[src/rtl/assert_macros.svh]
// Assertion macros shared by the checksum RTL.
// Each macro builds one labeled concurrent assertion with a clock and a reset guard.
`ifndef ASSERT_MACROS_SVH
`define ASSERT_MACROS_SVH

// Property checked at every rising clock edge, off while reset is high.
`define ASSERT_CLK(label, clk, rst, prop, msg) \
   label: assert property (@(posedge clk) disable iff (rst) (prop)) \
      else $error(msg);

// Same check, written as an implication from a trigger.
`define ASSERT_IMPLY(label, clk, rst, trig, prop, msg) \
   label: assert property (@(posedge clk) disable iff (rst) (trig) |-> (prop)) \
      else $error(msg);

`endif

[src/rtl/dtcrc_pkg.sv]
// Shared types, constants and the bytewise CRC-32 update for the checksum block.
// No dependencies; used by dtcrc_core and decimal_text_crc32_checksum.
package dtcrc_pkg;

   localparam logic [31:0] CRC_POLY  = 32'hEDB8_8320;
   localparam logic [31:0] CRC_INIT  = 32'hFFFF_FFFF;
   localparam logic [7:0]  CHAR_DOT  = 8'h2E;
   localparam logic [7:0]  CHAR_ZERO = 8'h30;

   // One character beat as held in the input register.
   typedef struct packed {
      logic [7:0] text_char;
      logic       number_first;
      logic       message_first;
      logic       message_last;
   } beat_type;

   // Reflected CRC-32 over one byte, eight unrolled shift steps.
   function automatic logic [31:0] crc_byte(input logic [31:0] crc_i,
                                            input logic [7:0]  byte_i);
      logic [31:0] c;
      c = crc_i ^ {24'd0, byte_i};
      for (int b = 0; b < 8; b++) begin
         if (c[0]) begin
            c = (c >> 1) ^ CRC_POLY;
         end else begin
            c = c >> 1;
         end
      end
      return c;
   endfunction

endpackage

[src/rtl/dtcrc_core.sv]
// Running CRC state and character filter: drops '.' and leading '0' of each number.
// Depends on dtcrc_pkg and assert_macros.svh.
`include "assert_macros.svh"

module dtcrc_core (
   input  logic                clock,
   input  logic                reset,
   input  logic                step,
   input  dtcrc_pkg::beat_type beat,
   output logic [31:0]         checksum
);

   logic [31:0] crc_ff, crc_in;
   logic        lz_ff, lz_in;

   logic [31:0] crc_base, crc_new;
   logic        lz_base, lz_new, kept;

   always_comb begin
      crc_base = beat.message_first ? dtcrc_pkg::CRC_INIT : crc_ff;
      lz_base  = beat.number_first | beat.message_first | lz_ff;
      if (beat.number_first | beat.message_first) begin
         lz_base = 1'b1;
      end else begin
         lz_base = lz_ff;
      end
      // a dot neither keeps a byte nor ends the leading-zero run
      if (beat.text_char != dtcrc_pkg::CHAR_DOT) begin
         lz_new = lz_base & (beat.text_char == dtcrc_pkg::CHAR_ZERO);
         kept   = ~lz_new;
      end else begin
         lz_new = lz_base;
         kept   = 1'b0;
      end
      crc_new  = kept ? dtcrc_pkg::crc_byte(crc_base, beat.text_char) : crc_base;
      checksum = ~crc_new;

      crc_in = crc_ff;
      lz_in  = lz_ff;
      if (step) begin
         if (beat.message_last) begin
            crc_in = dtcrc_pkg::CRC_INIT;
            lz_in  = 1'b1;
         end else begin
            crc_in = crc_new;
            lz_in  = lz_new;
         end
      end
   end

   always_ff @(posedge clock) begin
      if (reset) begin
         crc_ff <= dtcrc_pkg::CRC_INIT;
         lz_ff  <= 1'b1;
      end else begin
         crc_ff <= crc_in;
         lz_ff  <= lz_in;
      end
   end

   `ASSERT_CLK(a_restart_after_last, clock, reset, (step && beat.message_last) |=> (crc_ff == dtcrc_pkg::CRC_INIT && lz_ff), "state not restarted after last beat")

endmodule

[src/rtl/decimal_text_crc32_checksum.sv]
// Top level: input register, CRC core and result register for the text checksum.
// Depends on dtcrc_pkg, dtcrc_core and assert_macros.svh.
//
// Usage:
//   req_ channel carries one character per beat with its number and message
//   flags; a beat is taken when req_valid is high and req_stall is low.
//   rsp_ channel returns one 32-bit checksum per message, on the beat flagged
//   message_last; it is taken when rsp_valid is high and rsp_stall is low.
//   Throughput: one character per cycle while req_stall is low; the 8-bit
//   unrolled CRC update and the filter sit between the input register and the
//   core/result registers. A final character passes the input register, then
//   the result register, before rsp_valid rises.
//   Stall: while a result waits, non-final characters keep flowing into the
//   CRC; only a final character waits in the input register, and req_stall
//   rises only then.
//   Reset (synchronous, active high): drops any held beat and result, sets the
//   CRC to all ones and restarts leading-zero skipping.
`include "assert_macros.svh"

module decimal_text_crc32_checksum (
   input  logic        clock,
   input  logic        reset,
   input  logic        req_valid,
   output logic        req_stall,
   input  logic [7:0]  req_text_char,
   input  logic        req_number_first,
   input  logic        req_message_first,
   input  logic        req_message_last,
   output logic        rsp_valid,
   input  logic        rsp_stall,
   output logic [31:0] rsp_checksum_value
);

   dtcrc_pkg::beat_type beat_ff, beat_in;
   logic                beat_valid_ff, beat_valid_in;
   logic                rsp_valid_ff, rsp_valid_in;
   logic [31:0]         rsp_checksum_value_ff, rsp_checksum_value_in;

   logic        req_take, out_free, advance;
   logic        last_step, held_last;
   logic [31:0] checksum;

   assign out_free  = ~rsp_valid_ff | ~rsp_stall;
   assign advance   = beat_valid_ff & (~beat_ff.message_last | out_free);
   assign req_stall = beat_valid_ff & ~advance;
   assign req_take  = req_valid & ~req_stall;

   assign last_step = advance & beat_ff.message_last;
   assign held_last = beat_valid_ff & beat_ff.message_last & rsp_valid_ff;

   dtcrc_core u_core (
      .clock    (clock),
      .reset    (reset),
      .step     (advance),
      .beat     (beat_ff),
      .checksum (checksum)
   );

   always_comb begin
      beat_in       = beat_ff;
      beat_valid_in = beat_valid_ff & ~advance;
      if (req_take) begin
         beat_in.text_char     = req_text_char;
         beat_in.number_first  = req_number_first;
         beat_in.message_first = req_message_first;
         beat_in.message_last  = req_message_last;
         beat_valid_in         = 1'b1;
      end

      rsp_valid_in          = rsp_valid_ff & rsp_stall;
      rsp_checksum_value_in = rsp_checksum_value_ff;
      if (advance && beat_ff.message_last) begin
         rsp_valid_in          = 1'b1;
         rsp_checksum_value_in = checksum;
      end
   end

   always_ff @(posedge clock) begin
      if (reset) begin
         beat_valid_ff <= 1'b0;
         rsp_valid_ff  <= 1'b0;
      end else begin
         beat_valid_ff <= beat_valid_in;
         rsp_valid_ff  <= rsp_valid_in;
      end
      beat_ff               <= beat_in;
      rsp_checksum_value_ff <= rsp_checksum_value_in;
   end

   assign rsp_valid          = rsp_valid_ff;
   assign rsp_checksum_value = rsp_checksum_value_ff;

   `ASSERT_IMPLY(a_stall_held_last, clock, reset, req_stall, held_last, "stall without held last")
   `ASSERT_CLK(a_last_result, clock, reset, last_step |=> rsp_valid_ff, "last gave no result")

endmodule
[config.mk]
export PLATFORM = sky130hd
export DESIGN_NAME = decimal_text_crc32_checksum
export DESIGN_NICKNAME = d
export VERILOG_FILES = /design/src/rtl/dtcrc_pkg.sv /design/src/rtl/dtcrc_core.sv /design/src/rtl/decimal_text_crc32_checksum.sv
export VERILOG_INCLUDE_DIRS = /design/src /design/src/rtl
export SDC_FILE = /design/constraint.sdc
export NUM_CORES = 1
export LEC_CHECK = 0
export BUFFER_PORTS_ARGS = -buffer_cell sky130_fd_sc_hd__buf_2
export CAP_MARGIN = 0
export CELL_PAD_IN_SITES_DETAIL_PLACEMENT = 1
export CELL_PAD_IN_SITES_GLOBAL_PLACEMENT = 2
export CORE_AREA = 2 2 116 118
export DETAILED_ROUTE_END_ITERATION = 12
export DIE_AREA = 0 0 118 120
export GPL_TIMING_DRIVEN = 0
export HOLD_SLACK_MARGIN = 0.06
export PLACE_DENSITY = 0.79
export SYNTH_ARGS = -nofsm -noshare
export SYNTH_HDL_FRONTEND = slang
export SYNTH_SLANG_ARGS = --single-unit
[constraint.sdc]
create_clock -name clock -period 3.12 [get_ports clock]
set_input_delay 0.468 -clock clock [delete_from_list [all_inputs] [get_ports clock]]
set_output_delay 0.468 -clock clock [all_outputs]
set_load 0.03 [all_outputs]
==> Word-level counts from Yosys, hierarchy flattened <==
Cells that the tools add are included.
{ "word_totals": {"ff_bits": 78, "inputBits": 15, "out_inout_bits": 34, "elab_cells": 53} }
{ "classes": {"n_eq_ne": 2, "n_mux": 17, "n_bitwise": 24, "n_reduce_logical": 1} }
{ "ops": {"columns": ["operator", "n"], "rows": [
  ["$mux W32", 11],
  ["$not A13 Y14", 8],
  ["$not A32 Y32", 1],
  ["$xor A32 B8 Y32", 1],
  ["$eq A8 B6 Y1 const B", 1],
  ["$ne A8 B6 Y1 const B", 1],
  ["$mux W1", 6],
  ["$not A1 Y1", 6],
  ["$and A1 B1 Y1", 5],
  ["$or A1 B1 Y1", 3],
  ["$logic_and A1 B1 Y1", 1]
]} }

==> Depth between registers and ports, before layout <==
Gate-level depths: netlist of run 1.
{ "logic_depth": {"word_depth": 20, "mapped_depth": 9, "depth_no_buf": 6} }

==> By module <==
Synthesis of run 1 repeated with hierarchy kept, for this count alone.
{ "unflattened": {"hier_cells": 417, "area_unflattened_um2": 4359.2} }
{ "by_module_without_submodules": {"columns": ["module", "n_inst", "cells_per_inst", "area_each_um2"], "rows": [
  ["dtcrc_core", 1, 361, 2975.4],
  ["decimal_text_crc32_checksum", 1, 56, 1383.8]
]} }

==> Least setup slack after synthesis of run 1 <==
OpenSTA, ideal clock, no wires.
{ "synth_timing": {"path_type": "reg2reg", "start": "register rsp_valid_ff (netlist: rsp_valid)", "end": "register u_core.crc_ff[22]", "arrival_ns": 3.102, "path_slack_ns": -0.052, "path_stages_with_launch": 8, "synth_period_minus_slack_ns": 3.172, "path_cell_list": "dfxtp_1 -> a21oi_1 -> nor2_1 -> nand2b_1 -> buf_2 -> buf_4 -> nor2_1 -> a21oi_1"} }
{ "synth_between": {"elab_chain_len": 4} }
{ "synth_rtl": {"columns": ["element", "line_no", "text"], "rows": [
  ["start, declared", "decimal_text_crc32_checksum.sv:36", "logic rsp_valid_ff, rsp_valid_in;"],
  ["start signal, assigned", "decimal_text_crc32_checksum.sv:84", "rsp_valid_ff <= rsp_valid_in;"],
  ["$not A1 Y1", "decimal_text_crc32_checksum.sv:43", "assign out_free = ~rsp_valid_ff | ~rsp_stall;"],
  ["$or A1 B1 Y1", "decimal_text_crc32_checksum.sv:43", null],
  ["$or A1 B1 Y1", "decimal_text_crc32_checksum.sv:44", "assign advance = beat_valid_ff & (~beat_ff.message_last | out_free);"],
  ["$and A1 B1 Y1", "decimal_text_crc32_checksum.sv:44", null],
  ["end signal, assigned", "dtcrc_core.sv:53", "crc_ff <= dtcrc_pkg::CRC_INIT;"],
  ["end signal, assigned", "dtcrc_core.sv:56", "crc_ff <= crc_in;"],
  ["end, declared", "dtcrc_core.sv:13", "logic [31:0] crc_ff, crc_in;"]
]} }
Every way passes these cells.
A chain may end at the register's enable or synchronous reset.

==> Worst setup path in the final report of run 1 <==
{ "layout_timing": {"start": "register beat_ff[1] (netlist bit)", "end": "register rsp_checksum_value_ff[27] (netlist: rsp_checksum_value[27]), data pin"} }
{ "layout_between": {"elab_chain_len": 15, "word_cells_on_any_way": 21, "classes_between": "mux (12); bitwise (9)"} }
{ "layout_rtl": {"columns": ["element", "line_no", "text"], "rows": [
  ["start, declared", "decimal_text_crc32_checksum.sv:34", "dtcrc_pkg::beat_type beat_ff, beat_in;"],
  ["start signal, assigned", "decimal_text_crc32_checksum.sv:86", "beat_ff <= beat_in;"],
  ["$mux W32", "dtcrc_core.sv:20", "crc_base = beat.message_first ? dtcrc_pkg::CRC_INIT : crc_ff;"],
  ["$xor A32 B8 Y32", "dtcrc_pkg.sv:22", "c = crc_i ^ {24'd0, byte_i};"],
  ["$mux W32 (4 in a row)", "dtcrc_pkg.sv:24", "if (c[0]) begin"],
  ["$not A13 Y14 (no source line)", null, null],
  ["$mux W32", "dtcrc_pkg.sv:24", null],
  ["$not A13 Y14 (no source line)", null, null],
  ["$mux W32 (2 in a row)", "dtcrc_pkg.sv:24", null],
  ["$not A13 Y14 (no source line)", null, null],
  ["$mux W32", "dtcrc_pkg.sv:24", null],
  ["$mux W32 (*)", "dtcrc_core.sv:35", "crc_new = kept ? dtcrc_pkg::crc_byte(crc_base, beat.text_char) : crc_base;"],
  ["$not A32 Y32 (*)", "dtcrc_core.sv:36", "checksum = ~crc_new;"],
  ["net checksum[27]", "decimal_text_crc32_checksum.sv:41", "logic [31:0] checksum;"],
  ["end signal, assigned", "decimal_text_crc32_checksum.sv:87", "rsp_checksum_value_ff <= rsp_checksum_value_in;"],
  ["end, declared", "decimal_text_crc32_checksum.sv:37", "logic [31:0] rsp_checksum_value_ff, rsp_checksum_value_in;"]
]} }
The timed path passes the listed nets; every way through them passes the cells marked *.

==> summary.txt, run 1 <==
Synthesized netlist cell count - 412
Arr. time, crit path - 2730 ps
Longest Clk Path Bufs - 2
Final slew viol count - 0
Via/cell ratio - 4.848
Post-synth design cell area - 0.004333 sq mm
Largest net degree at the start of global routing - 25
Worst vdd ir - 232.7 uV
Sequential area share after synthesis - 0.4597
Most frequent cells after synthesis - xnor2_1 (70), nor2_1 (58), edfxtp_1 (43), dfxtp_1 (35), nand2_1 (29)
Final setup violation count - 0
First DRT Iteration DRCs - 163
Root buf cell - clkbuf_16
Tot Pwr - 3.199 mW
Post-layout minimum cycle time - 2636 ps
Post-Place Worst Slack - 507.2 ps
Router iterations before antenna repair - 5
Final net count - 487
CTS tree - built
Top-area cell type share of the netlist area - 0.2980
CP Buf/Inv Count - 5
Via count of the first global-routing pass - 3305
Syn avg cell area - 10.52 sq um
Die Ht - 120 um
Post-synth ARST share - 0
Worst Tran Pin Value - 867.6 ps
Top cells by area, synth - edfxtp_1 (30%), dfxtp_1 (16%), xnor2_1 (14%), nor2_1 (5.0%), xor2_1 (3.6%)
Fin area - 0.005141 sq mm
Via count - 3161
R2r startpoint - beat_ff[1]$_DFFE_PP_
Die footprint - 0.01416 sq mm
ANT nets after route - 0
Initial antenna violation count - 0
CP Max Fanout - 10
Placed Area - 0.004832 sq mm
Pwr/cell area - 622.3 mW/mm^2
Routed Wire Length - 12030 um
Clock transition at path regs - 60 ps
Share of cells above drive strength 1 - 0.2521
Final core occ - 0.3961
Worst path top cell family by delay - buffers and inverters
Leak Pwr - 1.901 nW
Prevailing post-synth register cell - edfxtp_1
Setup Total Neg Slack - 0 ps
Worst min-delay path startpoint - req_number_first
Outcome - finished clean
Crit end category - flip-flop
Top Ports - 49
Clock skew - 7.191 ps
Critical Setup Path Class - flip-flop to flip-flop
Sinks on the clock net - 78
Total CTS buffers - 9
Max transition margin - 0.4204
First-pass GRT wire length - 18670 um
CP Launch Point - beat_ff[1]$_DFFE_PP_
GRT overflow - 0
Crit-path most repeated cell - buf_2
Hpwl dp - 8705 um
CP required - 3220 ps
Count of state elements after synthesis - 78
Initial core utilization - 0.3338
Final worst slack - 484.0 ps
Row cnt - 42
Max cap viols - 0
# resized after CTS - 0
IO buf count - 48
Gp weighted congestion - 0.9279
Unique masters post-synth - 45
CTS Hold Bufs - 0
Wire length per cell - 18.45 um
Final Hold Vio Count - 0
RSZ-0062 raised after global routing - no
EDFF count, synth - 43
Crit. path cell count - 7
Slowest cell on the critical path - clkbuf_1
Clock Latency Late Sink - 340 ps
N_diodes - 0
Worst Reg-to-Reg Cells - 7
Startpoint types - flip-flop
Syn Nets - 427
Growth of design area from synthesis to finish - 18.65%
Global-route usage over all layers - 0.1782
Area leader, netlist - edfxtp_1
Ys Warns - 0
H-tree depth - 3
Chip Width - 118 um
Max Clk Rate - 379.4 MHz
Period utilization - 0.8449
Core area - 0.01298 sq mm
DRC Markers - 0
Layout fillers - 1481
Largest stage delay on the critical path - 500 ps
Hold depth - 1
Hold WC Path Type - primary input to flip-flop
Critical-path cell list - buf_6, buf_2, buf_2, buf_2, clkbuf_1, o21ai_0, o21a_1
Count leader, synth - xnor2_1
Buffer count from post-CTS setup fixing - 0
[cells by family (layout without fill, tap and decap cells)]
group	count (synthesis)	in the layout	synth area share
compound gates	67	67	0.09963
xor+xnor	103	103	0.2478
buf+inv	37	101	0.04794
flops	78	78	0.4597
mux	8	8	0.02021
simple gates	119	119	0.1248
[cells in the final DEF (no fill, tap or decap), types with 5 or more instances in the layout]
cell type	netlist	layout
xnor2_1	70	70
buf_2	16	64
nor2_1	58	58
edfxtp_1	43	43
dfxtp_1	35	35
nand2_1	29	29
a21oi_1	19	18
xor2_1	18	18
o21ai_0	12	12
clkbuf_16	0	9
o31ai_1	8	8
buf_4	7	7
clkbuf_1	7	7
o22ai_1	7	7
or3_1	6	6
mux2_2	6	6
nor3_1	6	6
xnor2_2	5	5
[per-layer routing]
| metal | up-vias | track usage | part of all wire | wire (um) |
|---|---|---|---|---|
| li1 | 1509 | - | - | - |
| met2 | 60 | 0.3136 | 0.51 | 6122 |
| met4 | 0 | 0.05873 | 0.015 | 178 |
| met3 | 14 | 0.03660 | 0.038 | 456 |
| met1 | 1578 | 0.2180 | 0.44 | 5271 |
| met5 | - | 0 | 0 | 0 |
[final timing paths]
| path | end | slack, ps |
|---|---|---|
| max reg2reg | rsp_checksum_value[27]$_DFFE_PP_ | 480 |
| min reg2reg | u_core.crc_ff[29]$_SDFFE_PP1P_ | 490 |
| max | rsp_checksum_value[27]$_DFFE_PP_ | 480 |
| min | beat_ff[2]$_DFFE_PP_ | 300 |
[per-stage QoR]
stage,hold slack (ps),std cells
after floorplan,458.9,412
after global placement,472.8,636
after detailed placement,480.3,637
after CTS,293.1,652
after global routing,290.0,652
final,301.2,652
[worst reg2reg max path: cells and delay by family, from the launching register on]
| kind | cells | cell delay (ps) |
|---|---|---|
| flops | 1 | 450 |
| compound gates | 2 | 340 |
| buf+inv | 5 | 1610 |
[flip-flops by register name (all words and copies together), names as in the netlist]
| name | flops |
|---|---|
| beat_ff | 11 |
| beat_valid_ff | 1 |
| rsp_checksum_value | 32 |
| rsp_valid | 1 |
| u_core.crc_ff | 32 |
| u_core.lz_ff | 1 |
[report_power, final]
group / switching, mW / leakage [nW] / total [mW] / internal (mW)
sequential: 0.0330 / 0.688 / 1.23 / 1.20
clock: 0.411 / 0.151 / 1.09 / 0.679
combinational: 0.496 / 1.06 / 0.876 / 0.380
total: 0.940 / 1.90 / 3.20 / 2.26
[area by class of cell]
cell class / count / area (sq um) / share of cell area
multi-input combinational: 297 / 2145 / 0.4171
sequential: 78 / 1992 / 0.3874
timing repair buffer: 49 / 267.8 / 0.05208
clock buffer: 12 / 266.5 / 0.05184
tap: 176 / 220.2 / 0.04283
buffer: 34 / 196.4 / 0.03821
clock inverter: 3 / 42.54 / 0.008275
inverter: 3 / 11.26 / 0.002190
Power figures use the tool's default switching activity.
==> inputs of run 2 (changes only) <==
ABC_AREA = 1   (was unset)
CORE_AREA = 2 2 121 123   (was 2 2 116 118)
DIE_AREA = 0 0 123 125   (was 0 0 118 120)
PLACE_DENSITY = 0.81   (was 0.79)
clock period = 2.27 ns   (was 3.12 ns; I/O delays follow)
==> run 2 against run 1 <==
  * Critical path depth rose by 1
  * Synthesized cell count is 32% higher
  * Via count rose by 21%
  * Sequential power is 36% higher
  * Critical path type unchanged
  * Largest power group unchanged
==> summary.txt, run 2 <==
Max transition margin - 0.4353
Prevailing post-synth register cell - edfxtp_1
Post-layout minimum cycle time - 2109 ps
Clock transition at path regs - 60 ps
Arr. time, crit path - 2400 ps
Worst Tran Pin Value - 843.9 ps
R2r startpoint - beat_ff[0]$_DFFE_PP_
Clock skew - 7.700 ps
Placed Area - 0.004891 sq mm
Unique masters post-synth - 33
Longest Clk Path Bufs - 2
Worst path top cell family by delay - simple AND/OR/NAND/NOR gates
Wire length per cell - 17.18 um
Final Hold Vio Count - 0
Layout fillers - 1740
Row cnt - 44
Initial antenna violation count - 0
Die Ht - 125 um
RSZ-0062 raised after global routing - no
IO buf count - 48
Critical-path cell list - nand2_1, nand2_2, inv_1, nand2_2, nand2_1, clkbuf_1, a21oi_1, nand2_1
Final net count - 623
Count of state elements after synthesis - 78
Clock Latency Late Sink - 350 ps
Worst vdd ir - 397.6 uV
Total CTS buffers - 9
Post-synth design cell area - 0.004420 sq mm
Largest stage delay on the critical path - 480 ps
Core area - 0.01420 sq mm
Fin area - 0.005295 sq mm
Critical Setup Path Class - flip-flop to flip-flop
Post-synth ARST share - 0
Top Ports - 49
Leak Pwr - 2.327 nW
CP Launch Point - beat_ff[0]$_DFFE_PP_
GRT overflow - 0
Startpoint types - flip-flop
Final setup violation count - 0
Slowest cell on the critical path - clkbuf_1
Hpwl dp - 10170 um
Hold WC Path Type - primary input to flip-flop
Via count - 3813
CTS Hold Bufs - 0
Max cap viols - 0
Synthesized netlist cell count - 543
Share of cells above drive strength 1 - 0.2349
Outcome - finished clean
Tot Pwr - 4.053 mW
Largest net degree at the start of global routing - 17
ANT nets after route - 0
Final slew viol count - 0
Growth of design area from synthesis to finish - 19.78%
Post-Place Worst Slack - -509.9 ps
First DRT Iteration DRCs - 140
Most common cell after layout, fill and taps aside - nand2_1
Sequential area share after synthesis - 0.4506
Most frequent cells in the layout - nand2_1 (183), buf_2 (49), edfxtp_1 (43)
CP Max Fanout - 10
CP required - 2560 ps
Final hold slack - 154.4 ps
Ys Warns - 0
Max Clk Rate - 474.1 MHz
Area leader, netlist - edfxtp_1
Crit-path most repeated cell - nand2_1
Top-area cell type share of the netlist area - 0.2921
First-pass GRT wire length - 21470 um
Count leader, synth - nand2_1
Most frequent cells after synthesis - nand2_1 (188), edfxtp_1 (43), nand3_1 (41), dfxtp_1 (35), a21oi_1 (34)
Final worst slack - 160.6 ps
Router iterations before antenna repair - 4
Initial core utilization - 0.3112
Crit end category - flip-flop
Root buf cell - clkbuf_16
Syn avg cell area - 8.141 sq um
CP Buf/Inv Count - 2
N_diodes - 0
Gp weighted congestion - 0.8738
Syn Nets - 558
Sinks on the clock net - 78
CTS tree - built
Chip Width - 123 um
Routed Wire Length - 13690 um
Worst min-delay path startpoint - reset
Global-route usage over all layers - 0.1885
H-tree depth - 3
DRC Markers - 0
Period utilization - 0.9292
Die footprint - 0.01538 sq mm
EDFF count, synth - 43
Pwr/cell area - 765.4 mW/mm^2
Top cells by area, synth - edfxtp_1 (29%), nand2_1 (16%), dfxtp_1 (16%), xor2_1 (5.5%), nand3_1 (4.6%)
Via count of the first global-routing pass - 3936
Via/cell ratio - 4.784
==> run 2: changes by cell type after synthesis, moves of 7 or more <==
cell     before  now
o21ai_2       0   17
nor2_1       58   33
nand3_1       4   41
o22ai_1       7    0
nand2_1      29  188
a21oi_1      19   34
o31ai_1       8    0
xnor2_1      70    8
xor2_1       18   28
inv_1         3   29
nand2_2       0   14
buf_2        16    3
==> run 2: power by group <==
part	switching, mW	internal (mW)	total [mW]
combinational	0.627	0.300	0.928
clock	0.579	0.878	1.46
sequential	0.0525	1.62	1.67
==> run 2: area by class of cell <==
cell class	count	area, sq um	area share
buffer	19	131.4	0.02481
clock buffer	12	246.5	0.04655
clock inverter	4	47.55	0.008979
inverter	33	130.1	0.02457
multi-input combinational	413	2220	0.4192
sequential	78	1992	0.3762
tap	184	230.2	0.04348
timing repair buffer	53	290.3	0.05482
timing repair inverter	1	7.507	0.001418
==> run 2: timing repair <==
item / in CTS / in global routing
setup endpoints to repair: 33 / 38
buffers inserted: 1 / 4
gates cloned: 1 / 0
resized for setup: 3 / 15
==> run 2: final timing paths <==
path | endpoint | slack [ps] | depth (start not counted)
setup reg to reg | u_core.crc_ff[27]$_SDFFE_PP1P_ | 160 | 8
hold reg to reg | u_core.lz_ff$_SDFFE_PP1P_ | 470 | 2
setup / recovery | u_core.crc_ff[27]$_SDFFE_PP1P_ | 160 | 8
hold / removal | beat_valid_ff$_SDFF_PP0_ | 150 | 2
==> run 2: per-layer routing <==
layer,wire (um),vias to the layer above,GRT usage,share of wire
li1,-,1900,-,-
met3,587,14,0.04881,0.043
met1,6283,1837,0.2425,0.46
met5,0,-,0,0
met2,6596,62,0.3061,0.48
met4,225,0,0.06350,0.016
==> run 2: logic make-up after synthesis <==
logic type / count (synthesis) / synth area share
AND/OR/NAND/NOR: 298 / 0.2997
flip-flops: 78 / 0.4506
AO/OA/AOI/OAI: 73 / 0.09708
buffers and inverters: 52 / 0.05661
XOR/XNOR: 42 / 0.09596
==> run 2: through the flow <==
step | instances | util | TNS [ps]
after global placement | 775 | 0.3443 | -14060
after global routing | 797 | 0.3728 | 0
after CTS | 793 | 0.3674 | 0
after detailed placement | 775 | 0.3443 | -16650
final | 797 | 0.3728 | 0
after floorplan | 543 | - | 0
==> inputs of run 3 (changes only) <==
CORE_AREA = 2 2 116 129   (was 2 2 121 123)
DIE_AREA = 0 0 118 131   (was 0 0 123 125)
PLACE_DENSITY = 0.8   (was 0.81)
==> run 3 against run 2 <==
  * Flip-flop and latch count stayed put
  * Total power is 3.3% higher
  * Design area is 0.43% higher
  * Worst setup slack worse by 28 ps
  * Via count is 0.60% lower
==> summary.txt, run 3 (same netlist as run 2, synthesis figures left out) <==
Outcome - finished clean
Max cap viols - 0
Fin cells - 803
First-pass GRT wire length - 21390 um
Max Clk Rate - 467.9 MHz
Initial antenna violation count - 0
Root buf cell - clkbuf_16
Global-route usage over all layers - 0.1834
Period utilization - 0.9415
Pwr/cell area - 787.1 mW/mm^2
Share of cells above drive strength 1 - 0.2291
Gp weighted congestion - 0.8644
Leak Pwr - 2.337 nW
Footprint of the multi-input gates - 0.002218 sq mm
Routed Wire Length - 13620 um
Core area - 0.01422 sq mm
Largest net degree at the start of global routing - 17
Hold WC Path Type - primary input to flip-flop
Longest Clk Path Bufs - 2
Comb pwr share - 0.219
Startpoint types - flip-flop
Most common cell after layout, fill and taps aside - nand2_1
Final slew viol count - 0
Die footprint - 0.01546 sq mm
Tot Pwr - 4.186 mW
Fin area - 0.005318 sq mm
IO buf count - 48
Critical Setup Path Class - flip-flop to flip-flop
CTS Hold Bufs - 0
Worst Tran Pin Value - 835.1 ps
Placed Area - 0.004901 sq mm
# placed instances - 783
Row cnt - 46
Final net count - 621
Clock skew - 8.378 ps
Growth of design area from synthesis to finish - 20.29%
Max transition margin - 0.4412
Top Ports - 49
CTS tree - built
N_diodes - 0
Clock transition at path regs - 60 ps
Clock Latency Late Sink - 340 ps
CP required - 2360 ps
Via count of the first global-routing pass - 4042
Arr. time, crit path - 2230 ps
Worst vdd ir - 327.9 uV
Hpwl dp - 10140 um
Crit end category - flip-flop
Register area - 0.001992 sq mm
Sinks on the clock net - 78
First DRT Iteration DRCs - 134
Via/cell ratio - 4.720
Clk pwr share - 0.381
Most frequent cells in the layout - nand2_1 (185), buf_2 (51), edfxtp_1 (43)
GRT overflow - 0
Initial core utilization - 0.3109
Chip Width - 118 um
Die Ht - 131 um
Final setup violation count - 0
Post-layout minimum cycle time - 2137 ps
DRC Markers - 0
Wire length per cell - 16.96 um
Setup Total Neg Slack - 0 ps
H-tree depth - 3
CP Max Fanout - 10
Sw frac - 0.2987
Layout fillers - 1740
Router iterations before antenna repair - 4
Power Internal - 2.936 mW
Net switching power - 1.250 mW
Register share of total power - 0.399
Final Hold Vio Count - 0
ANT nets after route - 0
Via count - 3790
Total CTS buffers - 9
-- run 3: cell count changes in the layout (fill, tap and decap cells not counted), moves of 2 or more --
cell      previous run  this run
xor2_4               1         3
nand2_2             19        17
nand2_1            183       185
xor2_2               5         2
buf_4                7         5
buf_2               49        51
clkbuf_4             2         0
-- run 3: power groups by stage --
stage | logic, mW | registers, mW | clock network, mW
after floorplan | 0.596 | 1.75 | 0
after global placement | 0.886 | 1.69 | 0
after detailed placement | 0.902 | 1.70 | 0
after CTS | 0.918 | 1.67 | 1.63
after global routing | 1.02 | 1.68 | 1.70
final | 0.918 | 1.67 | 1.60
-- run 3: final timing paths --
| kind | startpoint | endpoint | slack (ps) | depth (start not counted) |
|---|---|---|---|---|
| setup / recovery | beat_ff[1]$_DFFE_PP_ | rsp_checksum_value[25]$_DFFE_PP_ | 130 | 12 |
| hold / removal | reset | beat_valid_ff$_SDFF_PP0_ | 160 | 2 |
| setup reg to reg | beat_ff[1]$_DFFE_PP_ | rsp_checksum_value[25]$_DFFE_PP_ | 130 | 12 |
| hold reg to reg | u_core.lz_ff$_SDFFE_PP1P_ | u_core.lz_ff$_SDFFE_PP1P_ | 470 | 2 |
-- run 3: layer usage --
metal	share of wire	vias up	track usage	routed length, um
li1	-	1893	-	-
met1	0.42	1767	0.2148	5660
met2	0.49	94	0.3263	6678
met3	0.051	36	0.03342	690
met4	0.043	0	0.09142	586
met5	0	-	0	0
-- run 3: layout make-up --
cell class,instances,share of cell area
Sequential cell,78,0.3746
Inverter,33,0.02447
Timing Repair Buffer,51,0.05176
Clock inverter,4,0.01318
Timing Repair inverter,1,0.001412
Multi-Input combinational cell,413,0.4172
Clock buffer,12,0.04847
Buffer,19,0.02376
Tap cell,192,0.04518
-- run 3: what timing repair did --
| action | CTS | global route |
|---|---|---|
| setup endpoints to repair | 33 | 39 |
| gates resized for setup | 3 | 12 |
| setup buffers | 3 | 0 |
| gates cloned | 1 | 0 |
-- run 3: critical path, cell delays in order, from the launching register on --
cell,delay (ps)
edfxtp_1,380
buf_6,190
nor2_4,130
inv_1,70
nand2_1,70
nand2_2,190
nand2_1,130
nand2_1,160
nand2_2,120
nand2_2,80
or2_1,210
nand3_1,100
nand2_1,60
-- run 3: per-stage QoR --
step / setup WS (ps) / util / hold WS, ps
2_1_floorplan: 293.2 / - / 409.6
3_5_place_dp: -512.2 / 0.3447 / 462.7
5_1_grt: -0.09415 / 0.3741 / 161.6
3_3_place_gp: -387.9 / 0.3447 / 450.7
6_report: 132.7 / 0.3741 / 160.6
4_1_cts: 18.06 / 0.3712 / 152.0
